<file path="src/sv/clx_pkg.sv">
// Package for the C subset lexer: token types, kind and error codes,
// keyword and operator tables. No dependencies.
package clx_pkg;

  typedef enum logic [3:0] {
    M_IDLE, M_INT, M_IDENT, M_OP, M_LINE, M_BLOCK, M_STAR,
    M_CHOPEN, M_CHESC, M_CHCLOSE, M_STR, M_STRESC
  } scan_mode_t;

  localparam logic [2:0] K_END   = 3'd0;
  localparam logic [2:0] K_INT   = 3'd1;
  localparam logic [2:0] K_IDENT = 3'd2;
  localparam logic [2:0] K_STR   = 3'd3;
  localparam logic [2:0] K_PUNCT = 3'd4;
  localparam logic [2:0] K_OP2   = 3'd5;
  localparam logic [2:0] K_KWD   = 3'd6;
  localparam logic [2:0] K_ERR   = 3'd7;

  localparam logic [2:0] E_NONE    = 3'd0;
  localparam logic [2:0] E_UNKNOWN = 3'd1;
  localparam logic [2:0] E_QUOTE   = 3'd2;
  localparam logic [2:0] E_DQUOTE  = 3'd3;
  localparam logic [2:0] E_COMMENT = 3'd4;

  localparam int KW_SLOTS    = 30;
  localparam int QUEUE_DEPTH = 4;

  typedef struct packed {
    logic [2:0]  kind;
    logic [7:0]  code;
    logic [63:0] int_value;
    logic [31:0] line_no;
    logic [31:0] col_no;
    logic [31:0] start_pos;
    logic [31:0] text_len;
    logic [2:0]  error_code;
    logic        last;
  } tok_t;

  // Up to two tokens written into the queue in one cycle.
  typedef struct packed {
    logic [1:0] n;
    tok_t       t0;
    tok_t       t1;
  } push_t;

  typedef struct packed {
    logic at_idle;
    logic halted;
  } front_stat_t;

  typedef struct packed {
    logic [2:0] count;
    logic       empty;
  } queue_stat_t;

  function automatic logic [31:0] sat_inc(input logic [31:0] v);
    return (v == 32'hFFFF_FFFF) ? v : v + 32'd1;
  endfunction

  function automatic logic [3:0] kw_len(input logic [4:0] k);
    case (k)
      5'd0:  return 4'd6;  5'd1:  return 4'd3;  5'd2:  return 4'd5;
      5'd3:  return 4'd2;  5'd4:  return 4'd4;  5'd5:  return 4'd3;
      5'd6:  return 4'd4;  5'd7:  return 4'd4;  5'd8:  return 4'd5;
      5'd9:  return 4'd4;  5'd10: return 4'd8;  5'd11: return 4'd6;
      5'd12: return 4'd5;  5'd13: return 4'd8;  5'd14: return 4'd6;
      5'd15: return 4'd4;  5'd16: return 4'd6;  5'd17: return 4'd5;
      5'd18: return 4'd4;
      default: return 4'd0;
    endcase
  endfunction

  function automatic logic [63:0] kw_word(input logic [4:0] k);
    case (k)
      5'd0:  return 64'("return");   5'd1:  return 64'("for");
      5'd2:  return 64'("while");    5'd3:  return 64'("if");
      5'd4:  return 64'("else");     5'd5:  return 64'("int");
      5'd6:  return 64'("void");     5'd7:  return 64'("char");
      5'd8:  return 64'("short");    5'd9:  return 64'("long");
      5'd10: return 64'("unsigned"); 5'd11: return 64'("signed");
      5'd12: return 64'("break");    5'd13: return 64'("continue");
      5'd14: return 64'("sizeof");   5'd15: return 64'("long");
      5'd16: return 64'("struct");   5'd17: return 64'("union");
      5'd18: return 64'("enum");
      default: return 64'd0;
    endcase
  endfunction

  // Character i of keyword k, zero past its end.
  function automatic logic [7:0] kw_char(input logic [4:0] k, input logic [2:0] i);
    logic [3:0]  n;
    logic [63:0] w;
    logic [3:0]  sh;
    n  = kw_len(k);
    w  = kw_word(k);
    sh = n - 4'd1 - {1'b0, i};
    if ({1'b0, i} >= n) return 8'd0;
    return w[{sh[2:0], 3'b000} +: 8];
  endfunction

  function automatic logic is_space(input logic [7:0] c);
    return (c == 8'h20) || (c >= 8'd9 && c <= 8'd13);
  endfunction

  function automatic logic is_digit(input logic [7:0] c);
    return c inside {["0":"9"]};
  endfunction

  function automatic logic is_alpha(input logic [7:0] c);
    return c inside {["a":"z"], ["A":"Z"]};
  endfunction

  function automatic logic is_punct(input logic [7:0] c);
    return c inside {"+", "-", "*", "/", "%", "(", ")", "=", ";", ",", "<", ">",
                     "{", "}", "&", "[", "]", "?", ":", ".", "!"};
  endfunction

  function automatic logic is_op_first(input logic [7:0] c);
    return c inside {"=", "!", "<", ">", "&", "|", "+", "-", "*", "/"};
  endfunction

  // Two-byte operator lookup: bit 4 is a hit, bits 3:0 the index.
  function automatic logic [4:0] op_index(input logic [7:0] f, input logic [7:0] c);
    case ({f, c})
      {"=", "="}: return 5'h10;
      {"!", "="}: return 5'h11;
      {"<", "="}: return 5'h12;
      {">", "="}: return 5'h13;
      {"&", "&"}: return 5'h14;
      {"|", "|"}: return 5'h15;
      {"+", "+"}: return 5'h16;
      {"-", "-"}: return 5'h17;
      {"+", "="}: return 5'h18;
      {"-", "="}: return 5'h19;
      {"*", "="}: return 5'h1A;
      {"/", "="}: return 5'h1B;
      {"-", ">"}: return 5'h1C;
      default:    return 5'h00;
    endcase
  endfunction

  function automatic logic [7:0] unescape(input logic [7:0] c);
    case (c)
      "n": return 8'd10;  "t": return 8'd9;  "r": return 8'd13;
      "v": return 8'd11;  "f": return 8'd12; "a": return 8'd7;
      "b": return 8'd8;
      default: return c;
    endcase
  endfunction

endpackage

</file>
<file path="src/sv/clx_front.sv">
// Scanner front end of the lexer: takes one byte, updates the scan state
// and produces up to two tokens. Depends on clx_pkg.
module clx_front #(
  parameter int POSITION_BITS = 32,
  parameter int NUM_KEYWORDS  = 19
) (
  input  logic                clk,
  input  logic                rst_n,
  input  logic                acc,
  input  logic [7:0]          ch,
  output clx_pkg::push_t      push,
  output clx_pkg::front_stat_t stat
);
  import clx_pkg::*;

  localparam int P = POSITION_BITS;
  localparam int K = NUM_KEYWORDS;

  scan_mode_t    mode_r, mode_nxt;
  logic [31:0]   cur_line_r, cur_line_nxt, cur_col_r, cur_col_nxt;
  logic [P-1:0]  cur_pos_r, cur_pos_nxt, tok_start_r, tok_start_nxt;
  logic [31:0]   tok_line_r, tok_line_nxt, tok_col_r, tok_col_nxt;
  logic [31:0]   tok_len_r, tok_len_nxt;
  logic [63:0]   accum_r, accum_nxt;
  logic [K-1:0]  kw_mask_r, kw_mask_nxt;
  logic [7:0]    prev_r, prev_nxt;
  logic          halted_r, halted_nxt;

  function automatic logic [31:0] pos32(input logic [P-1:0] p);
    logic [63:0] w;
    w = 64'(p);
    return w[31:0];
  endfunction

  function automatic logic [K-1:0] kw_step(input logic [K-1:0] m,
                                           input logic [31:0] len,
                                           input logic [7:0] c);
    logic [K-1:0] r;
    r = m;
    for (int k = 0; k < K; k++) begin
      if (len >= 32'd8 || kw_char(5'(k), len[2:0]) != c) r[k] = 1'b0;
    end
    return r;
  endfunction

  function automatic tok_t mk(input logic [2:0] kind, input logic [7:0] code,
                              input logic [63:0] val, input logic [31:0] ln,
                              input logic [31:0] cl, input logic [31:0] ps,
                              input logic [31:0] len, input logic [2:0] err,
                              input logic last);
    tok_t t;
    t.kind = kind; t.code = code; t.int_value = val; t.line_no = ln;
    t.col_no = cl; t.start_pos = ps; t.text_len = len; t.error_code = err;
    t.last = last;
    return t;
  endfunction

  logic       a_v, b_v, redo, clr, kw_hit;
  tok_t       ta, tb;
  logic [4:0] opx, kw_idx;
  logic [31:0] end_line, end_col;

  always_comb begin
    mode_nxt = mode_r;       cur_line_nxt = cur_line_r; cur_col_nxt = cur_col_r;
    cur_pos_nxt = cur_pos_r; tok_start_nxt = tok_start_r;
    tok_line_nxt = tok_line_r; tok_col_nxt = tok_col_r; tok_len_nxt = tok_len_r;
    accum_nxt = accum_r;     kw_mask_nxt = kw_mask_r;  prev_nxt = prev_r;
    halted_nxt = halted_r;
    a_v = 1'b0; b_v = 1'b0; redo = 1'b0; clr = 1'b0;
    ta = '0; tb = '0;
    opx = op_index(prev_r, ch);
    kw_hit = 1'b0; kw_idx = '0;
    for (int k = K - 1; k >= 0; k--) begin
      if (kw_mask_r[k] && {28'd0, kw_len(5'(k))} == tok_len_r && kw_len(5'(k)) != 4'd0) begin
        kw_hit = 1'b1;
        kw_idx = 5'(k);
      end
    end
    end_line = 32'd0; end_col = 32'd0;

    // First pass: the byte against the current scan mode.
    if (halted_r) begin
      redo = 1'b1;
    end else begin
      case (mode_r)
        M_INT: begin
          if (is_digit(ch)) begin
            accum_nxt = (accum_r << 3) + (accum_r << 1) + 64'(ch - "0");
            cur_pos_nxt = cur_pos_r + 1'b1; prev_nxt = ch; cur_col_nxt = sat_inc(cur_col_r);
          end else begin
            a_v = 1'b1;
            ta = mk(K_INT, 8'd0, accum_r, tok_line_r, tok_col_r, pos32(tok_start_r),
                    32'd0, E_NONE, 1'b0);
            mode_nxt = M_IDLE; redo = 1'b1;
          end
        end
        M_IDENT: begin
          if (is_alpha(ch) || is_digit(ch) || ch == "_") begin
            kw_mask_nxt = kw_step(kw_mask_r, tok_len_r, ch);
            tok_len_nxt = sat_inc(tok_len_r);
            cur_pos_nxt = cur_pos_r + 1'b1; prev_nxt = ch; cur_col_nxt = sat_inc(cur_col_r);
          end else begin
            a_v = 1'b1;
            ta = mk(kw_hit ? K_KWD : K_IDENT, kw_hit ? {3'd0, kw_idx} : 8'd0, 64'd0,
                    tok_line_r, tok_col_r, pos32(tok_start_r), tok_len_r, E_NONE, 1'b0);
            mode_nxt = M_IDLE; redo = 1'b1;
          end
        end
        M_OP: begin
          if (prev_r == "/" && (ch == "/" || ch == "*")) begin
            mode_nxt = (ch == "/") ? M_LINE : M_BLOCK;
            cur_pos_nxt = cur_pos_r + 1'b1; prev_nxt = ch;
          end else if (opx[4]) begin
            a_v = 1'b1;
            ta = mk(K_OP2, {4'd0, opx[3:0]}, 64'd0, tok_line_r, tok_col_r,
                    pos32(tok_start_r), 32'd0, E_NONE, 1'b0);
            cur_col_nxt = sat_inc(sat_inc(cur_col_r));
            cur_pos_nxt = cur_pos_r + 1'b1; prev_nxt = ch; mode_nxt = M_IDLE;
          end else if (is_punct(prev_r)) begin
            a_v = 1'b1;
            ta = mk(K_PUNCT, prev_r, 64'd0, tok_line_r, tok_col_r, pos32(tok_start_r),
                    32'd0, E_NONE, 1'b0);
            cur_col_nxt = sat_inc(cur_col_r); mode_nxt = M_IDLE; redo = 1'b1;
          end else begin
            a_v = 1'b1;
            ta = mk(K_ERR, 8'd0, 64'd0, tok_line_r, tok_col_r, pos32(tok_start_r),
                    32'd0, E_UNKNOWN, 1'b0);
            halted_nxt = 1'b1; redo = 1'b1;
          end
        end
        M_LINE: begin
          if (ch == 8'h0A || ch == 8'h00) begin
            mode_nxt = M_IDLE; redo = 1'b1;
          end else begin
            cur_pos_nxt = cur_pos_r + 1'b1; prev_nxt = ch;
          end
        end
        M_BLOCK, M_STAR: begin
          if (ch == 8'h00) begin
            a_v = 1'b1;
            ta = mk(K_ERR, 8'd0, 64'd0, tok_line_r, tok_col_r, pos32(tok_start_r),
                    32'd0, E_COMMENT, 1'b0);
            halted_nxt = 1'b1; redo = 1'b1;
          end else begin
            if (mode_r == M_STAR && ch == "/") mode_nxt = M_IDLE;
            else if (ch == "*") mode_nxt = M_STAR;
            else begin
              mode_nxt = M_BLOCK;
              if (ch == 8'h0A) begin
                cur_line_nxt = sat_inc(cur_line_r); cur_col_nxt = 32'd1;
              end
            end
            cur_pos_nxt = cur_pos_r + 1'b1; prev_nxt = ch;
          end
        end
        M_CHOPEN, M_CHESC: begin
          if (ch == 8'h00) begin
            a_v = 1'b1;
            ta = mk(K_ERR, 8'd0, 64'd0, tok_line_r, tok_col_r, pos32(tok_start_r),
                    32'd0, E_QUOTE, 1'b0);
            halted_nxt = 1'b1; redo = 1'b1;
          end else begin
            if (mode_r == M_CHOPEN && ch == "\\") mode_nxt = M_CHESC;
            else begin
              accum_nxt = (mode_r == M_CHESC) ? 64'(signed'(unescape(ch)))
                                              : 64'(signed'(ch));
              mode_nxt = M_CHCLOSE;
            end
            cur_pos_nxt = cur_pos_r + 1'b1; prev_nxt = ch; cur_col_nxt = sat_inc(cur_col_r);
          end
        end
        M_CHCLOSE: begin
          if (ch != "'") begin
            a_v = 1'b1;
            ta = mk(K_ERR, 8'd0, 64'd0, tok_line_r, tok_col_r, pos32(tok_start_r),
                    32'd0, E_QUOTE, 1'b0);
            halted_nxt = 1'b1; redo = 1'b1;
          end else begin
            cur_pos_nxt = cur_pos_r + 1'b1; prev_nxt = ch; cur_col_nxt = sat_inc(cur_col_r);
            a_v = 1'b1;
            ta = mk(K_INT, 8'd0, accum_r, tok_line_r, tok_col_r, pos32(tok_start_r),
                    32'd0, E_NONE, 1'b0);
            mode_nxt = M_IDLE;
          end
        end
        M_STR, M_STRESC: begin
          if (ch == 8'h00) begin
            a_v = 1'b1;
            ta = mk(K_ERR, 8'd0, 64'd0, tok_line_r, tok_col_r, pos32(tok_start_r),
                    32'd0, E_DQUOTE, 1'b0);
            halted_nxt = 1'b1; redo = 1'b1;
          end else if (mode_r == M_STR && ch == "\"") begin
            cur_pos_nxt = cur_pos_r + 1'b1; prev_nxt = ch; cur_col_nxt = sat_inc(cur_col_r);
            a_v = 1'b1;
            ta = mk(K_STR, 8'd0, 64'd0, tok_line_r, tok_col_r, pos32(tok_start_r),
                    tok_len_r, E_NONE, 1'b0);
            mode_nxt = M_IDLE;
          end else begin
            mode_nxt = (mode_r == M_STR && ch == "\\") ? M_STRESC : M_STR;
            tok_len_nxt = sat_inc(tok_len_r);
            cur_pos_nxt = cur_pos_r + 1'b1; prev_nxt = ch; cur_col_nxt = sat_inc(cur_col_r);
          end
        end
        default: begin
          mode_nxt = M_IDLE; redo = 1'b1;
        end
      endcase
    end

    // Second pass: the byte seen from the idle mode, or the end of text.
    if (redo) begin
      end_line = cur_line_nxt; end_col = cur_col_nxt;
      if (prev_nxt == 8'h0A && cur_line_nxt != 32'd0) begin
        end_line = cur_line_nxt - 32'd1; end_col = 32'd1;
      end
      if (ch == 8'h00) begin
        b_v = 1'b1;
        tb = mk(K_END, 8'd0, 64'd0, end_line, end_col, pos32(cur_pos_nxt), 32'd0,
                E_NONE, 1'b1);
        clr = 1'b1;
      end else if (!halted_nxt) begin
        if (is_space(ch)) begin
          if (ch == 8'h0A) begin
            cur_line_nxt = sat_inc(cur_line_nxt); cur_col_nxt = 32'd1;
          end else cur_col_nxt = sat_inc(cur_col_nxt);
          cur_pos_nxt = cur_pos_nxt + 1'b1; prev_nxt = ch;
        end else begin
          tok_line_nxt = cur_line_nxt; tok_col_nxt = cur_col_nxt;
          tok_start_nxt = cur_pos_nxt;
          if (is_digit(ch)) begin
            accum_nxt = 64'(ch - "0"); mode_nxt = M_INT;
            cur_pos_nxt = cur_pos_nxt + 1'b1; prev_nxt = ch; cur_col_nxt = sat_inc(cur_col_nxt);
          end else if (ch == "'") begin
            mode_nxt = M_CHOPEN;
            cur_pos_nxt = cur_pos_nxt + 1'b1; prev_nxt = ch; cur_col_nxt = sat_inc(cur_col_nxt);
          end else if (ch == "\"") begin
            mode_nxt = M_STR; tok_len_nxt = 32'd0;
            cur_pos_nxt = cur_pos_nxt + 1'b1; prev_nxt = ch; cur_col_nxt = sat_inc(cur_col_nxt);
            tok_start_nxt = cur_pos_nxt;
          end else if (is_alpha(ch) || ch == "_") begin
            kw_mask_nxt = kw_step({K{1'b1}}, 32'd0, ch); tok_len_nxt = 32'd1;
            mode_nxt = M_IDENT;
            cur_pos_nxt = cur_pos_nxt + 1'b1; prev_nxt = ch; cur_col_nxt = sat_inc(cur_col_nxt);
          end else if (is_op_first(ch)) begin
            mode_nxt = M_OP; cur_pos_nxt = cur_pos_nxt + 1'b1; prev_nxt = ch;
          end else if (is_punct(ch)) begin
            b_v = 1'b1;
            tb = mk(K_PUNCT, ch, 64'd0, cur_line_nxt, cur_col_nxt, pos32(cur_pos_nxt),
                    32'd0, E_NONE, 1'b0);
            cur_pos_nxt = cur_pos_nxt + 1'b1; prev_nxt = ch; cur_col_nxt = sat_inc(cur_col_nxt);
          end else begin
            b_v = 1'b1;
            tb = mk(K_ERR, 8'd0, 64'd0, cur_line_nxt, cur_col_nxt, pos32(cur_pos_nxt),
                    32'd0, E_UNKNOWN, 1'b0);
            halted_nxt = 1'b1;
          end
        end
      end
    end

    if (clr) begin
      mode_nxt = M_IDLE; cur_line_nxt = 32'd1; cur_col_nxt = 32'd1; cur_pos_nxt = '0;
      tok_line_nxt = 32'd0; tok_col_nxt = 32'd0; tok_start_nxt = '0; tok_len_nxt = 32'd0;
      accum_nxt = 64'd0; kw_mask_nxt = {K{1'b1}}; prev_nxt = 8'd0; halted_nxt = 1'b0;
    end
  end

  always_comb begin
    push.n  = acc ? (2'(a_v) + 2'(b_v)) : 2'd0;
    push.t0 = a_v ? ta : tb;
    push.t1 = tb;
    stat.at_idle = (mode_r == M_IDLE);
    stat.halted  = halted_r;
  end

  always_ff @(posedge clk) begin
    if (!rst_n) begin
      mode_r <= M_IDLE; cur_line_r <= 32'd1; cur_col_r <= 32'd1; cur_pos_r <= '0;
      tok_line_r <= 32'd0; tok_col_r <= 32'd0; tok_start_r <= '0; tok_len_r <= 32'd0;
      accum_r <= 64'd0; kw_mask_r <= {K{1'b1}}; prev_r <= 8'd0; halted_r <= 1'b0;
    end else if (acc) begin
      mode_r <= mode_nxt; cur_line_r <= cur_line_nxt; cur_col_r <= cur_col_nxt;
      cur_pos_r <= cur_pos_nxt; tok_line_r <= tok_line_nxt; tok_col_r <= tok_col_nxt;
      tok_start_r <= tok_start_nxt; tok_len_r <= tok_len_nxt; accum_r <= accum_nxt;
      kw_mask_r <= kw_mask_nxt; prev_r <= prev_nxt; halted_r <= halted_nxt;
    end
  end

endmodule

</file>
<file path="src/sv/clx_queue.sv">
// Token queue between scanner and output stage: two writes and one read
// per cycle. Depends on clx_pkg.
module clx_queue (
  input  logic                 clk,
  input  logic                 rst_n,
  input  clx_pkg::push_t       push,
  input  logic                 pop,
  output clx_pkg::tok_t        head,
  output clx_pkg::queue_stat_t stat
);
  import clx_pkg::*;

  tok_t       mem_r [QUEUE_DEPTH];
  logic [1:0] wr_r, wr_nxt, rd_r, rd_nxt;
  logic [2:0] count_r, count_nxt;

  always_comb begin
    wr_nxt    = wr_r + push.n;
    rd_nxt    = rd_r + 2'(pop);
    count_nxt = count_r + 3'(push.n) - 3'(pop);
    head      = mem_r[rd_r];
    stat.count = count_r;
    stat.empty = (count_r == 3'd0);
  end

  always_ff @(posedge clk) begin
    if (push.n != 2'd0) mem_r[wr_r] <= push.t0;
    if (push.n == 2'd2) mem_r[wr_r + 2'd1] <= push.t1;
  end

  always_ff @(posedge clk) begin
    if (!rst_n) begin
      wr_r <= 2'd0; rd_r <= 2'd0; count_r <= 3'd0;
    end else begin
      wr_r <= wr_nxt; rd_r <= rd_nxt; count_r <= count_nxt;
    end
  end

endmodule

</file>
<file path="src/sv/clx_back.sv">
// Output stage of the lexer: holds one token in a register and packs it
// onto the result stream. Depends on clx_pkg.
module clx_back (
  input  logic                 clk,
  input  logic                 rst_n,
  input  clx_pkg::tok_t        head,
  input  clx_pkg::queue_stat_t qstat,
  output logic                 pop,
  output logic                 out_tvalid,
  input  logic                 out_tready,
  output logic [207:0]         out_tdata,
  output logic [2:0]           out_tuser,
  output logic                 out_tlast
);
  import clx_pkg::*;

  logic out_valid_r, out_valid_nxt;
  tok_t tok_r;

  always_comb begin
    pop = !qstat.empty && (!out_valid_r || out_tready);
    out_valid_nxt = pop ? 1'b1 : (out_valid_r && !out_tready);
    out_tvalid = out_valid_r;
    out_tuser  = tok_r.kind;
    out_tlast  = tok_r.last;
    out_tdata  = {5'd0, tok_r.error_code, tok_r.text_len, tok_r.start_pos,
                  tok_r.col_no, tok_r.line_no, tok_r.int_value, tok_r.code};
  end

  always_ff @(posedge clk) begin
    if (pop) tok_r <= head;
  end

  always_ff @(posedge clk) begin
    if (!rst_n) out_valid_r <= 1'b0;
    else out_valid_r <= out_valid_nxt;
  end

endmodule

</file>
<file path="src/sv/c_subset_lexer_core.sv">
// C subset lexer top level: scanner front, token queue and output stage.
// Path: a token is written into the token queue, then held in the output register.
// Throughput: one byte per cycle while the queue holds at most two tokens; bytes that
// yield two tokens or a stalled output fill the queue, and the input stalls once
// more than two tokens wait in the queue.
// Reset: synchronous, active low; clears scan state, queue and output stage.
module c_subset_lexer_core #(
  parameter int POSITION_BITS = 32,
  parameter int NUM_KEYWORDS  = 19
) (
  input  logic         clk,
  input  logic         rst_n,
  input  logic         in_tvalid,
  output logic         in_tready,
  input  logic [7:0]   in_tdata,   // ch[7:0]
  output logic         out_tvalid,
  input  logic         out_tready,
  // code[7:0], int_value[71:8], line_no[103:72], col_no[135:104],
  // start_pos[167:136], text_len[199:168], error_code[202:200], zero pad
  output logic [207:0] out_tdata,
  output logic [2:0]   out_tuser,  // kind[2:0]
  output logic         out_tlast   // last
);
  import clx_pkg::*;

  push_t       push;
  front_stat_t fstat;
  queue_stat_t qstat;
  tok_t        head;
  logic        pop, acc;

  // A byte is taken only when the queue has room for both tokens it may make.
  assign in_tready = (qstat.count <= 3'(QUEUE_DEPTH - 2));
  assign acc = in_tvalid && in_tready;

  clx_front #(.POSITION_BITS(POSITION_BITS), .NUM_KEYWORDS(NUM_KEYWORDS)) u_front (
    .clk(clk), .rst_n(rst_n), .acc(acc), .ch(in_tdata), .push(push), .stat(fstat)
  );

  clx_queue u_queue (
    .clk(clk), .rst_n(rst_n), .push(push), .pop(pop), .head(head), .stat(qstat)
  );

  clx_back u_back (
    .clk(clk), .rst_n(rst_n), .head(head), .qstat(qstat), .pop(pop),
    .out_tvalid(out_tvalid), .out_tready(out_tready), .out_tdata(out_tdata),
    .out_tuser(out_tuser), .out_tlast(out_tlast)
  );

  // The queue never holds more tokens than it has entries.
  a_queue_bound: assert property (@(posedge clk) disable iff (!rst_n)
    qstat.count <= 3'(QUEUE_DEPTH)) else $error("token queue overflow");

  // The end-of-text byte returns the scanner to its reset state.
  a_end_resets: assert property (@(posedge clk) disable iff (!rst_n)
    (acc && in_tdata == 8'd0) |=> (fstat.at_idle && !fstat.halted))
    else $error("scanner not reset after end of text");

  // Popping the queue only happens when it holds a token.
  a_pop_nonempty: assert property (@(posedge clk) disable iff (!rst_n)
    pop |-> !qstat.empty) else $error("pop from empty queue");

endmodule

</file>
<file path="config.mk">
export PLATFORM = sky130hd
export DESIGN_NAME = c_subset_lexer_core
export DESIGN_NICKNAME = d
export VERILOG_FILES = /design/src/sv/clx_pkg.sv /design/src/sv/clx_front.sv /design/src/sv/clx_queue.sv /design/src/sv/clx_back.sv /design/src/sv/c_subset_lexer_core.sv
export SDC_FILE = /design/constraint.sdc
export NUM_CORES = 2
export LEC_CHECK = 0
export BUFFER_PORTS_ARGS = -buffer_cell sky130_fd_sc_hd__buf_4
export CAP_MARGIN = 40
export CORE_MARGIN = 8
export CORE_UTILIZATION = 38
export CTS_CLUSTER_DIAMETER = 60
export DETAILED_ROUTE_END_ITERATION = 10
export PLACE_DENSITY = 0.63
export SLEW_MARGIN = 5
export SYNTH_ARGS = -nofsm -noshare
export SYNTH_HDL_FRONTEND = slang
export SYNTH_SLANG_ARGS = --single-unit
export TNS_END_PERCENT = 5
</file>
<file path="constraint.sdc">
create_clock -name clk -period 27.1 [get_ports clk]
set_input_delay 5.42 -clock clk [delete_from_list [all_inputs] [get_ports clk]]
set_output_delay 5.42 -clock clk [all_outputs]
set_load 0.005 [all_outputs]
</file>
# Word-level counts from Yosys, hierarchy flattened

Memories as Yosys holds them, arrays and structs flattened. A register that Yosys moved wholly into a read port is not among the register bits.
Index checks and enable logic that the tools add are counted.
Widths: inputs -> output; s select.

Output and inout port bits: 214
Memories kept: 1
Logic and storage cells: 1226
RAM bits: 828
Bits in registers: 328
Input port bits: 12

Memories:

| memory        | depth | bits a word | read ports | clocked after Yosys merged registers in | write ports | RTL line        | RTL |
|---|---|---|---|---|---|---|---|
| u_queue.mem_r | 4     | 207         | 1          | 1                                       | 2           | clx_queue.sv:13 | `tok_t mem_r [QUEUE_DEPTH];` |

Reduce and logical (&&, ||, !) cells: 76
Equal/unequal tests: 134
Magnitude comparators: 22
Muxes and demuxes: 905
Shift operators: 36
Add/subtract/negate cells: 36

Operator list:

| kind                  | count |
|---|---|
| $mux 64               | 209 |
| $mux 207              | 18 |
| $mux 32               | 94 |
| $shiftx 64x7->8       | 36 |
| $mux 8                | 265 |
| $pmux 207 s7          | 1 |
| $mux 206              | 3 |
| $pmux 32 s6           | 2 |
| $mux 4                | 89 |
| $eq 8x6->1 const B    | 37 |
| $ne 8x8->1            | 36 |
| $add 32x1->32 const B | 8 |
| $mux 19               | 12 |
| $mux 205              | 1 |
| $eq 16x14->1 const B  | 12 |
| $eq 32x32->1 const B  | 6 |
| $mux 1                | 179 |
| $eq 8x7->1 const B    | 18 |
| $add 64x64->64        | 2 |
| $pmux 64 s2           | 1 |
| $mux 5                | 20 |
| $eq 3x32->1 const A   | 3 |
| $pmux 5 s13           | 1 |
| $eq 2x32->1 const A   | 2 |
| 51 further kinds      | 154 |

# Depth between registers and ports, before layout

Depth after elaboration: 42
Depth in mapped cells: 28
Depth with buffers taken out: 21

# Modules after synthesis

Synthesis repeated with hierarchy kept, for this count alone.

Cell total of the unflattened synthesis: 7278
Area, all modules: 81480.6 um^2

By module, submodules not included:

| module              | times used | area each (um^2) | cells each | sequential area each (um^2) |
|---|---|---|---|---|
| clx_queue           | 1          | 40313.7          | 2043       | 25004.0 |
| clx_front           | 1          | 34850.9          | 5016       | 6406.1 |
| clx_back            | 1          | 6301.0           | 217        | 6236.0 |
| c_subset_lexer_core | 1          | 15.0             | 2          | 0.0 |

# Worst setup path after synthesis

OpenSTA, ideal clock, no wires.

Kind: input to register
Start: input out_tready
End: register u_queue.count_r[2]
Data required time: 26.972 ns
Buffers on the path: 0
Slack: 8.976 ns
Arrival time: 17.996 ns
Stages on the path: 10
Library setup time: 0.128 ns
Cells stage by stage: inv_1 > a21oi_1 > ha_1 > inv_1 > ha_1 > inv_1 > fa_1 > xnor2_1 > xnor2_1 > nor2_1

Word-level cells in the longest chain between the ends: 3

Ends and longest elaborated chain:

| what                 | RTL line                  | RTL |
|---|---|---|
| from (decl)          | c_subset_lexer_core.sv:17 | `input logic out_tready,` |
| $logic_or 1x1->1     | clx_back.sv:21            | `pop = !qstat.empty && (!out_valid_r \|\| out_tready);` |
| $logic_and 1x1->1    | clx_back.sv:21            |  |
| via pop              | c_subset_lexer_core.sv:30 | `logic pop, acc;` |
| $sub 3x1->3          | clx_queue.sv:20           | `count_nxt = count_r + 3'(push.n) - 3'(pop);` |
| to (signal assigned) | clx_queue.sv:35           | `wr_r <= wr_nxt; rd_r <= rd_nxt; count_r <= count_nxt;` |
| to (decl)            | clx_queue.sv:15           | `logic [2:0] count_r, count_nxt;` |

The timed path passes the listed nets, and every way through them passes these cells.
A chain may end at the register's enable or synchronous reset.

==> impl_metrics.env <==
export IMPL_clock_sinks=1363
export IMPL_synthFlopType="dfxtp_1"
export IMPL_drt_total_wl_um=256000
export IMPL_cts_buffers=155
export IMPL_path_clk_slew_ps=60
export IMPL_grt_pass1_vias=59500
export IMPL_cpPeakStageDelay_ps=810
export IMPL_finalSetupViolCount=0
export IMPL_coreArea_um2=190000
export IMPL_synth_largest_area_cell="edfxtp_1"
export IMPL_p_sw_share_pct=32.9
export IMPL_fin_setup_tns_ps=0
export IMPL_grt_overflow=0
export IMPL_rsz0062_at_grt="no"
export IMPL_fin_skew_ps=41.9
export IMPL_ys_top_cells_by_area="edfxtp_1 (27%), dfxtp_1 (20%), a22o_1 (6.5%)"
export IMPL_p_sw_mw=2.10
export IMPL_num_rows=160
export IMPL_synth_most_common_cell="nand2_1"
export IMPL_cts_max_level=4
export IMPL_ctsResizeCount=0
export IMPL_clkLatencyLatePin_ps=830
export IMPL_worstSetupEndpointType="flop"
export IMPL_first_iter_violations=7516
export IMPL_avgSynthCellArea_um2=10.1
export IMPL_cts_tree="yes"
export IMPL_ys_seq_area_share_pct=46.3
export IMPL_final_antenna_net_count=0
export IMPL_tightest_slew_ps=1070
export IMPL_crit_type="input pin to flop"
export IMPL_drt_first_pass_iters=6
export IMPL_num_io_pins=226
export IMPL_port_buffers=220
export IMPL_arrival_ps=15560
export IMPL_max_freq_ghz=0.0664
export IMPL_cts_hold_repair_buffers=0
export IMPL_mappedNetlistArea_um2=72800
export IMPL_crit_required_ps=27590
export IMPL_grt_max_degree=119
export IMPL_wl_per_cell_um=25.9
export IMPL_nets=7408
export IMPL_ys_types=113
export IMPL_start_util_pct=38.3
export IMPL_post_cts_buffers=0
export IMPL_p_comb_share_pct=25.7
export IMPL_p_clk_share_pct=33.4
export IMPL_hold_viol=0
export IMPL_fp_dieH_um=454
export IMPL_dieArea_um2=206000
export IMPL_vias=62100
export IMPL_synth_edf_count=643
export IMPL_die_w_um=454
export IMPL_worstHoldPathType="flop to flop"
export IMPL_drive_above_1_share_pct=13.5
export IMPL_ir_drop_uv=58.3
export IMPL_synth_cells=7226
export IMPL_intPower_mw=4.29
export IMPL_cts_root_buf="clkbuf_16"
export IMPL_crit_fanout=49
export IMPL_area_growth_pct=13.8
export IMPL_yosys_register_bits=1363
export IMPL_status="finished clean"
export IMPL_dp_slack_ps=11550
export IMPL_ys_warn_count=0
export IMPL_synth_top_area_share_pct=26.5
export IMPL_maxCapViolCount=0
export IMPL_p_leak_nw=28.7
export IMPL_hpwl_um=167000
export IMPL_layout_setup_ws_ps=12030
export IMPL_antenna_found_initial=9
export IMPL_start_kind="input pin"
export IMPL_place_congestion=0.981
export IMPL_drc=0
export IMPL_grt_util_all_layers_pct=23.9
export IMPL_fin_crit_ps=15070
export IMPL_grt_pass1_wl_um=383000
export IMPL_slew_limit_headroom_pct=28.8
export IMPL_clockBufferDepth=3
export IMPL_synth_commonest_cells="nand2_1 (766), dfxtp_1 (720), edfxtp_1 (643)"
export IMPL_worst_path_max_delay_cell="nand2_1"
export IMPL_async_flop_share_pct=0
export IMPL_final_max_slew_viol_count=0
export IMPL_period_share_pct=55.6
export IMPL_power_density_nw_per_um2=77.1
export IMPL_pwr_share_seq_pct=40.9
export IMPL_viasPerCell=6.29
==> power groups by stage <==
stage	clock, mW	combinational (mW)	sequential [mW]
3_3_place_gp	0	1.60	2.65
2_1_floorplan	0	0.861	2.67
3_5_place_dp	0	1.64	2.65
4_1_cts	2.17	1.64	2.62
5_1_grt	2.25	1.74	2.64
6_report	2.14	1.64	2.61
==> state kept, by name, summed over array words and instances (netlist names) <==
register             count
u_back.out_tvalid        1
u_front.kw_mask_r       19
u_back.out_tdata       203
u_front.halted_r         1
u_front.accum_r         64
u_front.tok_col_r       32
u_front.tok_len_r       32
u_front.cur_col_r       32
u_front.tok_start_r     32
u_front.mode_r           4
u_front.cur_pos_r       32
u_queue.mem_r          828
u_front.prev_r           8
u_back.out_tlast         1
u_queue.count_r          3
u_queue.wr_r             2
u_queue.rd_r             2
u_back.out_tuser         3
u_front.tok_line_r      32
u_front.cur_line_r      32
==> stage by stage <==
stage / instances / utilization, % / hold slack [ps] / power [mW] / cell area, um2
floorplan: 7234 / - / 418 / 3.53 / 72800
global placement: 9536 / 40.3 / 433 / 4.25 / 76700
detailed placement: 9583 / 40.8 / 439 / 4.29 / 77600
CTS: 9873 / 43.5 / 453 / 6.43 / 82800
global route: 9881 / 43.6 / 467 / 6.63 / 82800
finish: 9883 / 43.6 / 452 / 6.39 / 82800
==> path summary, 6_finish.rpt <==
kind	start	endpoint	slack, ps	cells after the start
worst max register to register	u_front.prev_r[5]	u_queue.mem_r[3][76]	17080	22
worst min-delay path	u_queue.mem_r[1][3]	u_queue.mem_r[1][3]	450	2
worst min register to register	u_queue.mem_r[1][3]	u_queue.mem_r[1][3]	450	2
worst max-delay path	in_tdata[4]	u_queue.mem_r[3][76]	12030	25
==> layout by cell type (no fill, tap or decap), types with 135 or more instances in the layout <==
master | synthesis | layout
xnor2_1 | 215 | 215
buf_4 | 7 | 364
dfxtp_1 | 720 | 718
edfxtp_1 | 643 | 643
a22o_1 | 540 | 540
clkbuf_16 | 0 | 159
a21oi_1 | 354 | 348
nor3_1 | 139 | 137
nand3_1 | 170 | 170
mux4_2 | 207 | 207
o21ai_0 | 600 | 597
a22oi_1 | 135 | 135
nand2_1 | 766 | 764
nor2_1 | 554 | 532
==> critical path: cells and delay by family <==
| family | cells | cell delay (ps) |
|---|---|---|
| simple gates | 12 | 5000 |
| buf+inv | 9 | 3640 |
| compound gates | 2 | 700 |
| fa+ha+maj | 2 | 590 |
==> logic make-up (layout without fill, tap and decap cells) <==
group	count (synthesis)	after routing	share of synthesized area [%]
AO/OA/AOI/OAI	2269	2269	21.4
XOR/XNOR	330	330	3.97
adder cells (fa/ha/maj)	165	165	3.48
buffers and inverters	688	818	3.69
flip-flops	1363	1363	46.3
multiplexers	248	248	6.99
other	1	17	0.00515
AND/OR/NAND/NOR	2162	2162	14.1
==> routing by layer <==
| metal | part of all wire (%) | routed length [um] | vias up | track usage, % |
|---|---|---|---|---|
| met5 | 0.011 | 27 | - | 0 |
| met4 | 4.6 | 11700 | 4 | 10.7 |
| met3 | 9.4 | 24100 | 593 | 4.74 |
| met2 | 44 | 114000 | 3555 | 36.5 |
| met1 | 41 | 106000 | 30600 | 32.7 |
| li1 | - | - | 27400 | - |
==> cell type report <==
type | count | area [um2]
inverters | 121 | 469
diodes | 8 | 20.0
flip-flops and latches | 1363 | 33700
well taps | 2511 | 3140
multi-input cells | 5183 | 36700
clock buffers | 214 | 4380
clock inverters | 76 | 818
repair buffers | 407 | 3610
fillers | 17900 | 107000
Note: power is estimated with default switching activity, not from simulation.
